--- src/segi_pkg.sv ---
// Package for the segment intersection block.
// Holds the shared cell payload type; no dependencies.
`timescale 1ns / 1ps
`default_nettype none
package segi_pkg;

	localparam int CW = 16;
	localparam int DW = CW + 1;
	localparam int XW = 2 * CW + 4;
	localparam int PW = XW + DW;

	typedef struct packed {
		logic          vld;
		logic          hit;
		logic          rx_neg;
		logic          rz_neg;
		logic [CW-1:0] p0x;
		logic [CW-1:0] p0z;
		logic [XW-1:0] dv;
		logic [PW-1:0] remx;
		logic [PW-1:0] remz;
		logic [DW-1:0] qx;
		logic [DW-1:0] qz;
	} cell_t;

endpackage
`default_nettype wire

--- src/segi_cell.sv ---
// One restoring division cell: settles one quotient bit per coordinate.
// Depends on segi_pkg.
`timescale 1ns / 1ps
`default_nettype none
module segi_cell #(
	parameter int BIT = 0
) (
	input  wire logic            clk,
	input  wire logic            arst_n,
	input  segi_pkg::cell_t      cell_in,
	output segi_pkg::cell_t      cell_out
);
	localparam int PW = segi_pkg::PW;
	localparam int SW = PW + segi_pkg::DW;

	segi_pkg::cell_t nxt;
	segi_pkg::cell_t data_q;
	logic vld_q;
	logic [SW-1:0] dsh;
	logic gx, gz;

	always_comb begin
		nxt = cell_in;
		dsh = SW'(cell_in.dv) << BIT;
		gx = {segi_pkg::DW'(0), cell_in.remx} >= dsh;
		gz = {segi_pkg::DW'(0), cell_in.remz} >= dsh;
		if (gx) begin
			nxt.remx = cell_in.remx - PW'(dsh);
		end
		if (gz) begin
			nxt.remz = cell_in.remz - PW'(dsh);
		end
		nxt.qx[BIT] = gx;
		nxt.qz[BIT] = gz;
	end

	always_ff @(posedge clk) begin
		data_q <= nxt;
	end

	always_ff @(posedge clk or negedge arst_n) begin
		if (!arst_n) begin
			vld_q <= 1'b0;
		end else begin
			vld_q <= cell_in.vld;
		end
	end

	always_comb begin
		cell_out = data_q;
		cell_out.vld = vld_q;
	end
endmodule
`default_nettype wire

--- config.mk ---
export PLATFORM = sky130hd
export DESIGN_NAME = segi_cell
export DESIGN_NICKNAME = d
export VERILOG_FILES = /design/src/segi_pkg.sv /design/src/segi_cell.sv
export SDC_FILE = /design/constraint.sdc
export NUM_CORES = 1
export LEC_CHECK = 0
export BUFFER_PORTS_ARGS = -buffer_cell sky130_fd_sc_hd__buf_2
export CORE_AREA = 4 4 165 167
export CTS_CLUSTER_DIAMETER = 60
export CTS_CLUSTER_SIZE = 14
export DETAILED_ROUTE_END_ITERATION = 6
export DIE_AREA = 0 0 169 171
export HOLD_SLACK_MARGIN = 0.08
export PLACE_DENSITY = 0.76
export REMOVE_ABC_BUFFERS = 1
export SLEW_MARGIN = 20
export SYNTH_ARGS = -nofsm -noshare
export SYNTH_HDL_FRONTEND = slang
export SYNTH_SLANG_ARGS = --single-unit
--- constraint.sdc ---
create_clock -name clk -period 0.8 [get_ports clk]
set_input_delay 0.12 -clock clk [delete_from_list [all_inputs] [get_ports clk]]
set_output_delay 0.12 -clock clk [all_outputs]
set_load 0.01 [all_outputs]
Word-level counts from Yosys, hierarchy flattened
Cells that the tools add are included.
{ "classes": {"add_sub_neg": 2, "order_cmp": 2, "muxes": 2} }
{ "op_table": {"columns": ["operator", "count"], "rows": [
  ["53-bit by 36-bit >= comparator with 1-bit output", 2],
  ["53-bit 2-to-1 mux", 2],
  ["53-bit by 36-bit subtractor with 53-bit output", 2]
]} }
{ "totals": {"register_bits": 212, "inputBits": 214} }

Depth between registers and ports, before layout
Gate-level depths: netlist of the first run.
{ "logic_depth": {"ltp_word": 2, "ltp_mapped": 14, "depth_no_buf": 12} }

Least setup slack after synthesis of the first run
OpenSTA, ideal clock, no wires.
{ "synth_timing": {"path_kind": "in2reg", "from": "input cell_in[34] (netlist bit)", "to": "register data_q, in the netlist cell_out[82]", "arrival_ns": 2.551, "slack_ns": -1.883, "path_stages": 12, "path_cell_list": "inv_1 > ha_1 > fa_1 > nand2b_1 > a21oi_1 > o211ai_1 > nor4b_1 > o211ai_1 > a31oi_1 > nor3_1 > a2111oi_4 > xor2_1"} }
{ "synth_rtl": {"columns": ["item", "line", "source"], "rows": [
  ["from (decl)", "segi_cell.sv:10", "input segi_pkg::cell_t cell_in,"],
  ["to (signal assigned)", "segi_cell.sv:38", "data_q <= nxt;"],
  ["to (decl)", "segi_cell.sv:17", "segi_pkg::cell_t data_q;"]
]} }

==> key figures, run 1 <==
Outcome
  – Status: complete, but fails checks
  – Failing checks: design-rule violations, negative setup slack

Finish
  – Share of layout cells above drive strength 1: 62.9%
  – Net count, final: 2569
  – Core occupancy in the finished layout: 90.9%
  – Area delta synth->final: 124%
  – Non-Filler Instances: 2633

Floorplanning
  – Die width: 169 um
  – Die height: 171 um
  – Floorplan core area: 25800 um2
  – Row cnt: 59
  – I/O Pins: 426
  – Initial core utilization: 40.6%
  – Die area: 28900 um2

Worst setup path
  – Critical path's top delay family: compound AO/OA/AOI/OAI gates
  – Critical Path Max Stage Delay: 0.48 ns
  – Worst Path Buf+Inv: 2
  – Critical-path cell list: buf_2 > inv_1 > ha_1 > nand2_1 > o21bai_1 > a21oi_2 > o221ai_4 > or2_4 > a31oi_4 > or3_4 > a2111oi_4 > xor2_1
  – Crit-path max FO: 5
  – Startpoint types: primary input
  – CP endpoint kind: register
  – CP required: 1.25 ns
  – Slowest cell on the critical path: o21bai_1
  – Crit path DAT: 3.28 ns
  – Worst Path Class, Setup: primary input to register

Detailed routing
  – Avg WL per Cell: 29.8 um
  – Drt drc: 4
  – Routed Antenna Nets: 0
  – Post-DR vias/cell: 6.32
  – Total wire length: 78400 um
  – First-pass DRT Iterations: 7
  – Initial DRC count: 2159
  – Vias: 16600

Yosys
  – Yosys warns: 0
  – Syn avg cell area: 8.70 um2
  – Top cell type's share of synthesized area: 40.4%
  – Most used DFF post-synth: dfxtp_1
  – Synth Instances: 1203
  – Top cells by area, synth: dfxtp_1 (40%), ha_1 (8.6%), a21oi_1 (5.5%)
  – Post-synthesis sequential area ratio: 40.6%
  – Area leader, netlist: dfxtp_1
  – Synthesized area: 10500 um2
  – Post-synth EDFFs: 0
  – Netlist cell types: 66
  – Seq cells post-synth: 212
  – Synth async-reset ratio: 0.472%

STA
  – Fin Hold WS: 0.0284 ns
  – Fmax: 0.353 GHz
  – Fin. Hold Viols: 0
  – Max-slew headroom: 45.9%
  – Worst-margin pin slew: 0.808 ns
  – RSZ-0062 raised after global routing: yes
  – TNS Setup: -236.47 ns
  – Final setup margin: -2.03 ns
  – Max Slew Vio Count: 0
  – Final setup viols: 320
  – Final Cycle Share: 354%
  – Fin crit period: 2.83 ns

Global route
  – GRT Util Overall: 39.6%
  – Initial antenna violation count: 11
  – Number of global-route vias before repair: 15800
  – Largest net degree at the start of global routing: 16
  – Grt ovf: 0
  – First-pass GRT wire length: 89800 um

Placement
  – Placed insts: 2288
  – I/O Buffers: 423
  – DP HPWL: 35700 um
  – Final GP Congestion: 0.976

Clock network
  – Clock buffer count from CTS: 23
  – CTS tree: yes
  – Clock Pin Slew Worst Setup and Hold Paths: 0.07 ns
  – # clock sinks: 212
  – Clock root buffer: clkbuf_16
  – H-tree depth: 1
  – Clock tree buffer depth: 3

Worst hold path
  – Min-delay worst type: primary input to register

Power
  – Pwr/cell area: 1670 nW/um2
  – Peak VDD IR: 2.31 mV
  – Total power: 39.1 mW
  – Leakage: 10.6 nW

Flow run
  – Max Cap Viol: 0
worst min-delay path: cells and delay by family:
family	cells	cell delay, ns
buffers and inverters	3	0.34
XOR/XNOR	1	0.09
Yosys cell counts (27+ instances only):
cell type	instances
clkbuf_1	42
inv_1	59
dfxtp_1	211
xnor2_1	41
o21ai_0	95
nor3_1	28
a21oi_1	116
nand2_1	105
ha_1	72
xor2_1	51
nand4_1	30
a21o_1	27
nor2_1	84
logic make-up after synthesis:
kind of cell | Yosys count | share of synthesized area, %
AO/OA/AOI/OAI | 337 | 19.9
AND/OR/NAND/NOR | 362 | 17.3
adder cells (fa/ha/maj) | 74 | 8.99
multiplexers | 10 | 1.05
buffers and inverters | 116 | 4.46
flip-flops | 212 | 40.6
XOR/XNOR | 92 | 7.70
state kept, by name, indices dropped and copies added, names as in the netlist:
register  count
vld_q         1
cell_out    211
metal layers:
layer | global-route usage, % | share of wire, %
met4 | 27.5 | 12
met3 | 10.6 | 12
met2 | 69.0 | 45
met5 | 0 | 0.20
met1 | 41.6 | 31
where the power goes:
| part | total, mW | switching, mW | leakage, nW | internal [mW] |
|---|---|---|---|---|
| clock network | 10.9 | 5.12 | 0.344 | 5.74 |
| registers | 12.8 | 0.784 | 1.79 | 12.0 |
| logic | 15.5 | 7.83 | 8.45 | 7.69 |
stage by stage:
stage	area [um2]	setup WS, ns
after floorplan	10200	-2.94
after global placement	15700	-2.25
after detailed placement	15700	-2.23
after CTS	21100	-1.40
after global routing	23400	-1.98
final	23400	-2.03
repair_timing:
action	CTS	global route
setup endpoints to repair	320	320
hold buffers	209	3
pin swaps	97	128
hold endpoints to repair	211	4
gates cloned	11	2
setup buffers	49	58
resized for setup	513	486
cell usage in the layout (no fill, tap or decap), types with 10 or more instances in the layout:
cell           netlist  routed
dfxtp_2              0     144
nand2_2              0      18
a21oi_1            116      71
nor2_2               0      11
nor3_1              28      16
dlygate4sd3_1        0     212
nand3_1             18      13
o21ai_2              1      30
o21ai_0             95      34
a21o_1              27      25
dfxtp_1            211      62
o21ai_1              0      23
buf_2                7     248
inv_1               59      33
buf_12               0      21
buf_8                0      16
nand2_4              0      23
nor2_4               0      26
xnor2_1             41      29
ha_1                72      36
nand2_1            105      62
inv_4                0      10
ha_4                 0      35
o21bai_1            15      11
buf_6                2     199
nand4_1             30      30
o21a_1              14      13
a21oi_2              0      37
nand2b_1            11      10
buf_4                2     404
xnor2_2              0      12
nor2_1              84      47
clkbuf_16            0      25
xor2_1              51      48
worst paths after layout:
| check | startpoint | end | cells after the start |
|---|---|---|---|
| min | cell_in[70] | cell_out[70] | 4 |
| min in group asynchronous | arst_n | vld_q | 3 |
| max in group asynchronous | arst_n | vld_q | 3 |
| max | cell_in[163] | cell_out[82] | 12 |
area by class of cell:
type | instances | area (um2)
Inverter | 60 | 292
Fill cell | 925 | 2350
Tap cell | 335 | 419
Timing Repair Buffer | 1109 | 9540
Clock buffer | 26 | 597
Sequential cell | 212 | 4450
Antenna cell | 7 | 17.5
Multi-Input combinational cell | 875 | 8000
Clock inverter | 9 | 108
Note: power is estimated with default switching activity, not from simulation.
==> inputs of run 2 (changes only) <==
--- a/config.mk
+++ b/config.mk
@@ -6,13 +6,13 @@
 export NUM_CORES = 1
 export LEC_CHECK = 0
 export BUFFER_PORTS_ARGS = -buffer_cell sky130_fd_sc_hd__buf_2
-export CORE_AREA = 4 4 165 167
+export CORE_AREA = 4 4 164 166
 export CTS_CLUSTER_DIAMETER = 60
 export CTS_CLUSTER_SIZE = 14
 export DETAILED_ROUTE_END_ITERATION = 6
-export DIE_AREA = 0 0 169 171
+export DIE_AREA = 0 0 168 170
 export HOLD_SLACK_MARGIN = 0.08
-export PLACE_DENSITY = 0.76
+export PLACE_DENSITY = 0.77
 export REMOVE_ABC_BUFFERS = 1
 export SLEW_MARGIN = 20
 export SYNTH_ARGS = -nofsm -noshare
==> constraint.sdc (replaced) <==
create_clock -name clk -period 3.45 [get_ports clk]
set_input_delay 0.5175 -clock clk [delete_from_list [all_inputs] [get_ports clk]]
set_output_delay 0.5175 -clock clk [all_outputs]
set_load 0.05 [all_outputs]
==> key figures, run 2 (synthesis gave the netlist of run 1 again) <==
Outcome
  – Status: finished, final reports clean

Global route
  – GRT Util Overall: 24.8%
  – Largest net degree at the start of global routing: 49
  – Initial antenna violation count: 9
  – Number of global-route vias before repair: 10400
  – First-pass GRT wire length: 56500 um
  – Grt ovf: 0

Clock network
  – CTS tree: yes
  – Clock tree buffer depth: 3
  – Clock Pin Slew Worst Setup and Hold Paths: 0.07 ns
  – Clock root buffer: clkbuf_16
  – Clock buffer count from CTS: 23
  – Post-CTS Resized: 0
  – # clock sinks: 212
  – H-tree depth: 1

Detailed routing
  – Routed Antenna Nets: 0
  – Avg WL per Cell: 18.8 um
  – DR WL met3: 2770 um
  – Post-DR vias/cell: 5.23
  – DRT met1 WL: 16200 um
  – Initial DRC count: 767
  – Total wire length: 38400 um
  – Vias: 10700
  – Top Layer Used: met5
  – Drt drc: 0
  – Met2 wire len: 18200 um
  – First-pass DRT Iterations: 5

Worst hold path
  – Worst Hold End: cell_out[26]
  – HP Start: cell_in[26]
  – Hold path depth: 1
  – Min-delay worst type: primary input to register

Finish
  – Max reg flops: 211
  – Net count, final: 1976
  – Design area: 14300 um2
  – Register area: 4250 um2
  – Share of layout cells above drive strength 1: 33.7%
  – Commonest non-fill, non-tap cell in the layout: buf_2
  – Most frequent cells in the layout: buf_2 (423), dfxtp_1 (211), a21oi_1 (116)
  – Area delta synth->final: 36.6%
  – Core occupancy in the finished layout: 55.8%
  – Fill cell count: 2356
  – Multi-input logic area: 5750 um2

Worst setup path
  – Crit-path max FO: 3
  – CP required: 3.83 ns
  – Worst Path Class, Setup: primary input to register
  – CP endpoint kind: register
  – Startpoint types: primary input
  – Crit path DAT: 3.43 ns

Power
  – Pwr/cell area: 554 nW/um2
  – Leakage: 6.74 nW
  – Peak VDD IR: 0.389 mV

STA
  – Fin Hold WS: 0.0998 ns
  – Max Slew Vio Count: 0
  – Final setup viols: 0
  – Fin. Hold Viols: 0
  – Fmax: 0.328 GHz
  – Final setup margin: 0.398 ns
  – RSZ-0062 raised after global routing: no
  – Worst-margin pin slew: 0.572 ns
  – Max-slew headroom: 61.5%
  – Final Cycle Share: 88.5%
  – Fin crit period: 3.05 ns
  – TNS Setup: 0 ns

Floorplanning
  – Row cnt: 59
  – Floorplan core area: 25600 um2
  – Die width: 168 um
  – Die height: 170 um
  – Initial core utilization: 40.8%
  – I/O Pins: 426
  – Die area: 28600 um2

Flow run
  – Max Cap Viol: 0

Placement
  – I/O Buffers: 423
  – DP HPWL: 32000 um
  – Final GP Congestion: 0.943
  – Post-DP Area: 13400 um2
  – Setup WS pre-CTS: -0.0115 ns
-- run 2: cell types whose count changed in the layout (fill, tap and decap cells not counted), sizes merged --
cell and change:
clkbuf -3, inv -2, buf -390, clkinv +2, clkinvlp +1, dlygate4sd3 -201
bufinv +1
-- run 2: metrics by stage --
stage | power (mW) | instances
after detailed placement | 5.50 | 1987
after global placement | 5.48 | 1987
after CTS | 7.95 | 2024
after global routing | 8.26 | 2041
after floorplan | 4.66 | 1147
final | 7.92 | 2041
-- run 2: worst max path at each step --
stage / start / endpoint / slack (ns) / depth (start not counted)
2_1_floorplan: cell_in[171] / cell_out[135] / -0.69 / 9
3_3_place_gp: cell_in[150] / cell_out[86] / -0.07 / 14
3_5_place_dp: cell_in[156] / cell_out[86] / -0.01 / 14
4_1_cts: cell_in[156] / cell_out[86] / 0.49 / 14
5_1_grt: cell_in[154] / cell_out[81] / 0.28 / 14
6_report: cell_in[34] / cell_out[64] / 0.40 / 15
-- run 2: cell type report --
type	instances	share of cell area (%)
Clock buffer	25	4.15
Timing Repair Buffer	516	20.2
Sequential cell	212	29.7
Multi-Input combinational cell	875	40.2
Clock inverter	11	1.08
Tap cell	335	2.93
Inverter	60	1.58
Antenna cell	7	0.123
-- run 2: metal layers --
| layer | vias to the layer above | global-route usage [%] |
|---|---|---|
| li1 | 5246 | - |
| met1 | 4916 | 30.9 |
| met2 | 431 | 42.4 |
| met3 | 82 | 5.13 |
| met4 | 4 | 9.03 |
| met5 | - | 0 |
-- run 2: what timing repair did --
action / CTS / global route
hold buffers: 1 / 10
endpoints found under the setup margin: 0 / 0
hold endpoints to repair: 1 / 10
buffers inserted: 0 / 0
-- run 2: report_power, final --
| part | switching (mW) | total [mW] | internal [mW] | leakage [nW] |
|---|---|---|---|---|
| combinational | 1.89 | 2.67 | 0.784 | 4.60 |
| sequential | 0.0748 | 2.81 | 2.73 | 1.79 |
| clock | 1.04 | 2.44 | 1.41 | 0.354 |
-- run 2: critical path, stage by stage --
cell and delay (ns):
buf_2 0.08, inv_1 0.05, ha_1 0.22, fa_1 0.39, nand2b_1 0.19, a21oi_1 0.20, a211oi_1 0.08, buf_4 0.15
o21ai_0 0.45, a221o_1 0.27, a21oi_1 0.07, buf_4 0.17, o21ai_0 0.29, xnor2_1 0.18, o21ai_0 0.12
==> inputs of run 3 (changes only) <==
--- a/config.mk
+++ b/config.mk
@@ -12,7 +12,7 @@
 export DETAILED_ROUTE_END_ITERATION = 6
 export DIE_AREA = 0 0 168 170
 export HOLD_SLACK_MARGIN = 0.08
-export PLACE_DENSITY = 0.77
+export PLACE_DENSITY_LB_ADDON = 0.08
 export REMOVE_ABC_BUFFERS = 1
 export SLEW_MARGIN = 20
 export SYNTH_ARGS = -nofsm -noshare
==> key figures, run 3 (synthesis gave the netlist of run 1 again) <==
Outcome
  – Status: finished, final reports clean

Worst setup path
  – Most Frequent Cell on Critical Path: o21ai_0
  – Crit path DAT: 3.40 ns
  – Startpoint types: primary input
  – Slowest cell on the critical path: o21ai_0
  – Critical-path cell list: buf_2 > ha_1 > fa_1 > nand2b_1 > a21oi_1 > a211oi_1 > o21ai_0 > a221oi_1 > buf_4 > nor4_1 > nor3b_1 > xor2_1 > o21ai_0
  – CP required: 3.87 ns
  – CP endpoint kind: register
  – Crit-path max FO: 3
  – Critical Path Max Stage Delay: 0.44 ns
  – Worst Path Class, Setup: primary input to register

Placement
  – Placed insts: 1990
  – I/O Buffers: 423
  – Final GP Congestion: 0.857
  – DP HPWL: 32100 um

Global route
  – Largest net degree at the start of global routing: 39
  – First-pass GRT wire length: 57100 um
  – GRT Util Overall: 25.2%
  – Initial antenna violation count: 8
  – Number of global-route vias before repair: 10200
  – Grt ovf: 0

Finish
  – Core occupancy in the finished layout: 55.4%
  – Most frequent cells in the layout: buf_2 (423), dfxtp_1 (211), a21oi_1 (116)
  – Area delta synth->final: 35.6%
  – Net count, final: 1970
  – Non-Filler Instances: 2033
  – Commonest non-fill, non-tap cell in the layout: buf_2
  – Share of layout cells above drive strength 1: 33.8%
  – Max reg flops: 211

STA
  – Final setup viols: 0
  – Worst-margin pin slew: 0.595 ns
  – Fin Hold WS: 0.103 ns
  – Fin. Hold Viols: 0
  – RSZ-0062 raised after global routing: no
  – Max Slew Vio Count: 0
  – Fmax: 0.336 GHz
  – Max-slew headroom: 60.0%
  – Fin crit period: 2.98 ns
  – Final Cycle Share: 86.3%

Floorplanning
  – Row cnt: 59
  – I/O Pins: 426
  – Die area: 28600 um2
  – Floorplan core area: 25600 um2
  – Die height: 170 um
  – Die width: 168 um
  – Initial core utilization: 40.8%

Worst hold path
  – Min-delay worst type: primary input to register
  – Hold path depth: 1

Detailed routing
  – Avg WL per Cell: 18.8 um
  – First-pass DRT Iterations: 5
  – Drt drc: 0
  – Initial DRC count: 559
  – Total wire length: 38300 um
  – Post-DR vias/cell: 5.07
  – Routed Antenna Nets: 0
  – Vias: 10300

Clock network
  – # clock sinks: 212
  – Clock tree buffer depth: 3
  – CTS tree: yes
  – Clock root buffer: clkbuf_16
  – Clock buffer count from CTS: 22
  – H-tree depth: 1
  – Clock Pin Slew Worst Setup and Hold Paths: 0.06 ns

Power
  – Switching share of total power: 37.9%
  – Peak VDD IR: 0.538 mV
  – Pwr/cell area: 549 nW/um2
  – Seq pwr share: 35.9%
  – Clock Power Share: 29.8%
  – Sw Pwr: 2.95 mW
  – Leakage: 6.71 nW
  – Combinational fraction of design power: 34.3%
  – Cell-internal power: 4.83 mW

Flow run
  – Max Cap Viol: 0
==> run 3: cell types whose count changed in the layout (fill, tap and decap cells not counted), sizes merged <==
cell and change:
buf +3, bufinv -1, clkbuf +1, clkinv -1
clkinvlp +1, diode -2, dlygate4sd3 -8, inv -1
==> run 3: routing by layer <==
metal	share of wire (%)	track usage (%)	vias to the layer above	wire (um)
li1	-	-	5239	-
met1	41	30.7	4697	15800
met2	49	44.6	318	18600
met3	7.6	6.23	55	2910
met4	2.3	6.46	6	896
met5	0.11	0	-	44
==> run 3: final cells by class <==
type | instances | area (um2)
Clock buffer | 26 | 597
Sequential cell | 212 | 4250
Clock inverter | 9 | 97.6
Tap cell | 335 | 419
Fill cell | 2465 | 11400
Inverter | 60 | 225
Antenna cell | 5 | 12.5
Multi-Input combinational cell | 875 | 5750
Timing Repair Buffer | 511 | 2840
==> run 3: timing repair <==
item | 4_1_cts | 5_1_grt
endpoints found under the hold margin | 1 | 2
hold buffers | 1 | 2
setup buffers | 0 | 0
gates resized for setup | 0 | 0
==> run 3: power groups by stage <==
stage	logic (mW)	clock network [mW]	registers, mW
floorplan	0.809	0	3.86
global placement	2.66	0	2.84
detailed placement	2.66	0	2.84
CTS	2.67	2.39	2.79
global route	2.84	2.49	2.82
finish	2.67	2.32	2.79
==> run 3: final timing paths <==
check	end	slack [ns]	from
min in group asynchronous	vld_q	0.30	arst_n
min	cell_out[21]	0.10	cell_in[21]
max	cell_out[68]	0.47	cell_in[140]
max in group asynchronous	vld_q	3.07	arst_n
==> run 3: metrics by stage <==
step / setup TNS, ns / cell area (um2) / worst slack (ns) / total power [mW]
floorplan: -8.56 / 10200 / -0.686 / 4.66
global placement: 0 / 13400 / 0.0532 / 5.50
detailed placement: 0 / 13400 / 0.00874 / 5.50
CTS: 0 / 14100 / 0.495 / 7.85
global route: 0 / 14200 / 0.207 / 8.15
finish: 0 / 14200 / 0.474 / 7.78
==> run 3: critical path: cells and delay by family <==
family                     cells  cell delay, ns
AOI/OAI and AO/OA              5            1.22
xor gates and xnor gates       1            0.16
adders and majority gates      2            0.60
buffers and inverters          2            0.32
and+or+nand+nor                3            0.58
